## src/hdl/q2e_pkg.sv

```systemverilog
package q2e_pkg;

    localparam int QW               = 16;
    localparam int PROD_W           = 2 * QW;
    localparam int TERM_W           = PROD_W + 2;
    localparam int S_W              = 32;
    localparam int MAG_W            = S_W - 1;
    localparam int SQ_W             = 62;
    localparam int ROOT_W           = 31;
    localparam int SQRT_STEPS       = 31;
    localparam int CW               = 52;
    localparam int ZW               = 26;
    localparam int SH_W             = 5;
    localparam int STEP_W           = 22;
    localparam int PRESCALE_SH      = 16;
    localparam int ROUND_SH         = 9;
    localparam int RW               = ZW - ROUND_SH;
    localparam int PITCH_W          = 15;
    localparam int ANGLE_W          = 16;
    localparam int TABLE_LEN        = 24;
    localparam int ANGLE_ITERATIONS = 16;

    // Front stages (products, sums, square), root chain, CORDIC entry,
    // CORDIC cells, output register.
    localparam int DEPTH = 3 + SQRT_STEPS + 1 + ANGLE_ITERATIONS + 1;

    localparam logic signed [TERM_W-1:0] ONE_Q30 = TERM_W'(64'sd1 <<< 30);
    localparam logic [SQ_W-1:0]          ONE_Q60 = SQ_W'(64'd1 << 60);
    localparam logic signed [ZW-1:0]     DEG180  = ZW'(180 * 65536);
    localparam logic signed [ZW-1:0]     ROUND_HALF = ZW'(256);
    localparam logic signed [RW-1:0]     PITCH_LIM = RW'(11520);
    localparam logic signed [RW-1:0]     ANGLE_LIM = RW'(23040);

    // atan(2^-i) in degrees, times 65536
    localparam logic [STEP_W-1:0] ATAN_TAB [TABLE_LEN] = '{
        22'd2949120, 22'd1740967, 22'd919879, 22'd466945,
        22'd234379,  22'd117304,  22'd58666,  22'd29335,
        22'd14668,   22'd7334,    22'd3667,   22'd1833,
        22'd917,     22'd458,     22'd229,    22'd115,
        22'd57,      22'd29,      22'd14,     22'd7,
        22'd4,       22'd2,       22'd1,      22'd0
    };

    typedef struct packed {
        logic [SQ_W-1:0] n;
        logic [SQ_W-1:0] root;
        logic [SQ_W-1:0] sbit;
    } sq_t;

    typedef struct packed {
        logic signed [CW-1:0] x;
        logic signed [CW-1:0] y;
        logic signed [ZW-1:0] z;
    } lane_t;

    typedef struct packed {
        logic signed [S_W-1:0]    s;
        logic signed [TERM_W-1:0] roll_y;
        logic signed [TERM_W-1:0] roll_x;
        logic signed [TERM_W-1:0] yaw_y;
        logic signed [TERM_W-1:0] yaw_x;
    } side_t;

endpackage

```

## src/hdl/q2e_sqrt_cell.sv

```systemverilog
module q2e_sqrt_cell (
    input  logic         clk,
    input  logic         en,
    input  q2e_pkg::sq_t din,
    output q2e_pkg::sq_t dout
);
    import q2e_pkg::*;

    sq_t             cell_reg;
    sq_t             cell_next;
    logic [SQ_W-1:0] trial;

    // One restoring step: two radicand bits, one root bit.
    always_comb
    begin
        trial     = din.root + din.sbit;
        cell_next = din;
        if (din.n >= trial)
        begin
            cell_next.n    = din.n - trial;
            cell_next.root = (din.root >> 1) + din.sbit;
        end
        else
        begin
            cell_next.root = din.root >> 1;
        end
        cell_next.sbit = din.sbit >> 2;
    end

    always_ff @(posedge clk)
    begin
        if (en)
        begin
            cell_reg <= cell_next;
        end
    end

    assign dout = cell_reg;

endmodule

```

## config.mk

```make
export PLATFORM = sky130hd
export DESIGN_NAME = q2e_sqrt_cell
export DESIGN_NICKNAME = d
export VERILOG_FILES = /design/src/hdl/q2e_pkg.sv /design/src/hdl/q2e_sqrt_cell.sv
export SDC_FILE = /design/constraint.sdc
export NUM_CORES = 1
export LEC_CHECK = 0
export BUFFER_PORTS_ARGS = -buffer_cell sky130_fd_sc_hd__buf_2
export CAP_MARGIN = 20
export CORE_MARGIN = 1
export CORE_UTILIZATION = 35
export DETAILED_ROUTE_END_ITERATION = 12
export PLACE_DENSITY_LB_ADDON = 0.2
export SLEW_MARGIN = 20
export SYNTH_ARGS = -nofsm -noshare
export SYNTH_HDL_FRONTEND = slang
export SYNTH_SLANG_ARGS = --single-unit
```

## constraint.sdc

```tcl
create_clock -name clk -period 11.4 [get_ports clk]
set_clock_uncertainty 0.05 [all_clocks]
set_input_delay 1.14 -clock clk [delete_from_list [all_inputs] [get_ports clk]]
set_output_delay 1.14 -clock clk [all_outputs]
set_load 0.05 [all_outputs]
```

==> impl_results.md <==
* Status: finished clean
* TNS Setup at 0 ps
* Synth Register Bits at between 150 and 200
* Post-CTS sizing at 0
* P&R area growth vs syn at 16.6%
* Max-cap violations at 0
* Initial Utilization at 0.357
* All-Layer GR Usage at 0.241
* Die Footprint at 51200 µm²
* Max reg flops at approximately 180
* DR vias/cell at 5.59
* Die Ht at 226 µm
* Setup bufs post-CTS at 0
* Row cnt at 81
* Peak supply drop at 0.000125 V
* DR WL/cell at slightly above 20 µm
* Worst-path maximum fanout at 94
* Max Freq at ~130 MHz
* WL final at roughly 63 mm
* RD Place Congestion at 0.929
* Post-DP HPWL at around 52 mm
* Yosys cell types at 80
* Cts hold-fix bufs at 0
* Die width at around 230 µm
* Root Buffer: clkbuf_16
* Slew HR at 0.370
* TritonCTS Buffers at 17
* Post-synthesis cell count at 2076
* Post-synth EDFFs at 184
* Avg Cell Area, Syn at 8.47 µm²
* Final Power at ~0.0036 W
* Reg clk slew, reported paths at 80 ps
* Worst EP arrival at 7820 ps
* Clock sink total at approximately 180
* Overflow after GRT at 0
* Slew Limit Fails at 0
* Asr flop ratio synth at 0
* I/O pin cnt at approximately 370
* # H-tree levels at 4
* Layout net count at around 2700
* Share of cells above drive strength 1 at 0.184
* Detail Route Antenna Nets at 0
* Number of global-route vias before repair at around 16000
* Port Buffers at between 300 and 400
* CTS tree: yes
* Hold crit path type: input port to flop
* Global-route wire length before repair at slightly above 90 mm
* Antenna violations before repair at 1
* # DRC at 0
* WP data required at between 10000 and 15000 ps
* Min Clock Period, post-route at 7610 ps
* CP Launch Type: input port
* Clk buf depth at 2
* First DRT Iteration DRCs at ~1600
* Yosys warns at 0
* Cell Pwr Density at approximately 180 nW/µm²
* Finish-stage setup viols at 0
* DRT Pass-1 Iters at 5
* Core area at 49300 µm²
* Worst-Margin Slew at 945 ps
* Pin count of the biggest net entering global routing at between 90 and 100
* Worst setup path class: input port to flop
* RSZ-0062 raised after global routing: false
* Most frequent cells in the layout: 370 x buf_2, 321 x a21oi_1, 211 x nor2_1, 184 x ha_1, 184 x edfxtp_1
* Register area share after synthesis at 0.314
* Commonest non-fill, non-tap cell in the layout: buf_2
* Main synth FF type: edfxtp_1
* Mapped cell area at roughly 18000 µm²
* P_leak at around 8.6 nW
* Vias at approximately 17000
* Final Cycle Share at 0.668
* Worst Setup End Kind: flop
* Final hold vios at 0
==> worst max-delay path: stages <==
cell	delay, ps
buf_2	120
ha_1	300
a211oi_1	350
o21ai_0	300
a211oi_1	280
a21oi_1	190
a211oi_1	460
nor3_1	130
or3b_1	400
a21oi_1	220
o21ai_1	130
xnor2_1	150
ha_1	420
and3_1	290
nand3_1	200
nor4b_1	600
a21boi_0	300
a21oi_4	470
buf_4	740
nand2_1	110
a311o_1	340
o211a_1	110
==> power breakdown <==
group | switching (W) | leakage, nW | internal, W
Combinational | 0.00144 | 6.52 | 0.000604
Clock | 0.000305 | 0.274 | 0.000309
Sequential | 0.0000361 | 1.80 | 0.000927
==> worst paths after layout <==
kind / from / end / slack, ps / cells past startpoint
min: din[4] / dout[2]$_DFFE_PP_ / 800 / 1
max: din[1] / dout[122]$_DFFE_PP_ / 3790 / 22
==> final cells by class <==
cell class | count | area (µm²)
Fill cell | 5092 | 28800
Multi-Input combinational cell | 1745 | 11500
Sequential cell | 184 | 5530
Timing Repair Buffer | 377 | 1910
Tap cell | 664 | 831
Clock buffer | 17 | 425
Inverter | 47 | 176
Clock inverter | 15 | 158
Antenna cell | 2 | 5.00
==> cells in the mapped netlist, types with 14 or more instances <==
cell type  number  area (µm²)
a31oi_1        18         113
a211oi_1       17         128
a21oi_1       321        1610
nand2_1       181         679
clkbuf_1       69         259
xor2_1         76         666
xnor2_1        96         841
nand3_1        42         210
nor2_1        211         792
nor2b_1        21         131
buf_2          26         130
and2_1         15        93.8
a21o_1         78         586
and3_1         14        87.6
o21bai_1       43         323
inv_1          46         173
nor3_1         17        85.1
o21a_1         23         173
ha_1          184        2300
o21ai_0       145         726
nand4_1        52         325
o31ai_1        20         150
edfxtp_1      184        5530
==> kinds of logic after synthesis <==
family | after synthesis | share of synthesized area
muxes | 5 | 0.00299
buffers and inverters | 148 | 0.0344
other | 1 | 0.000213
AOI/OAI and AO/OA | 765 | 0.267
adders and majority gates | 187 | 0.134
DFF | 184 | 0.314
xor gates and xnor gates | 172 | 0.0857
and+or+nand+nor | 614 | 0.161
==> routing by layer <==
metal,routed length [µm],GRT usage,part of all wire
met1,31900,0.366,0.51
met2,26600,0.353,0.42
met3,3320,0.0371,0.053
met4,826,0.0578,0.013
met5,0,0,0
==> per-stage QoR <==
step	instance area (µm²)	hold WS (ps)	setup slack, ps	std cells	util
6_report	20500	804	3790	3051	0.416
5_1_grt	20500	781	3260	3050	0.416
4_1_cts	20500	754	3760	3049	0.416
3_5_place_dp	19900	1310	3210	3017	0.404
3_3_place_gp	19900	1310	3340	3017	0.404
2_1_floorplan	17600	1190	5320	2077	-
Note: power is estimated with default switching activity, not from simulation.
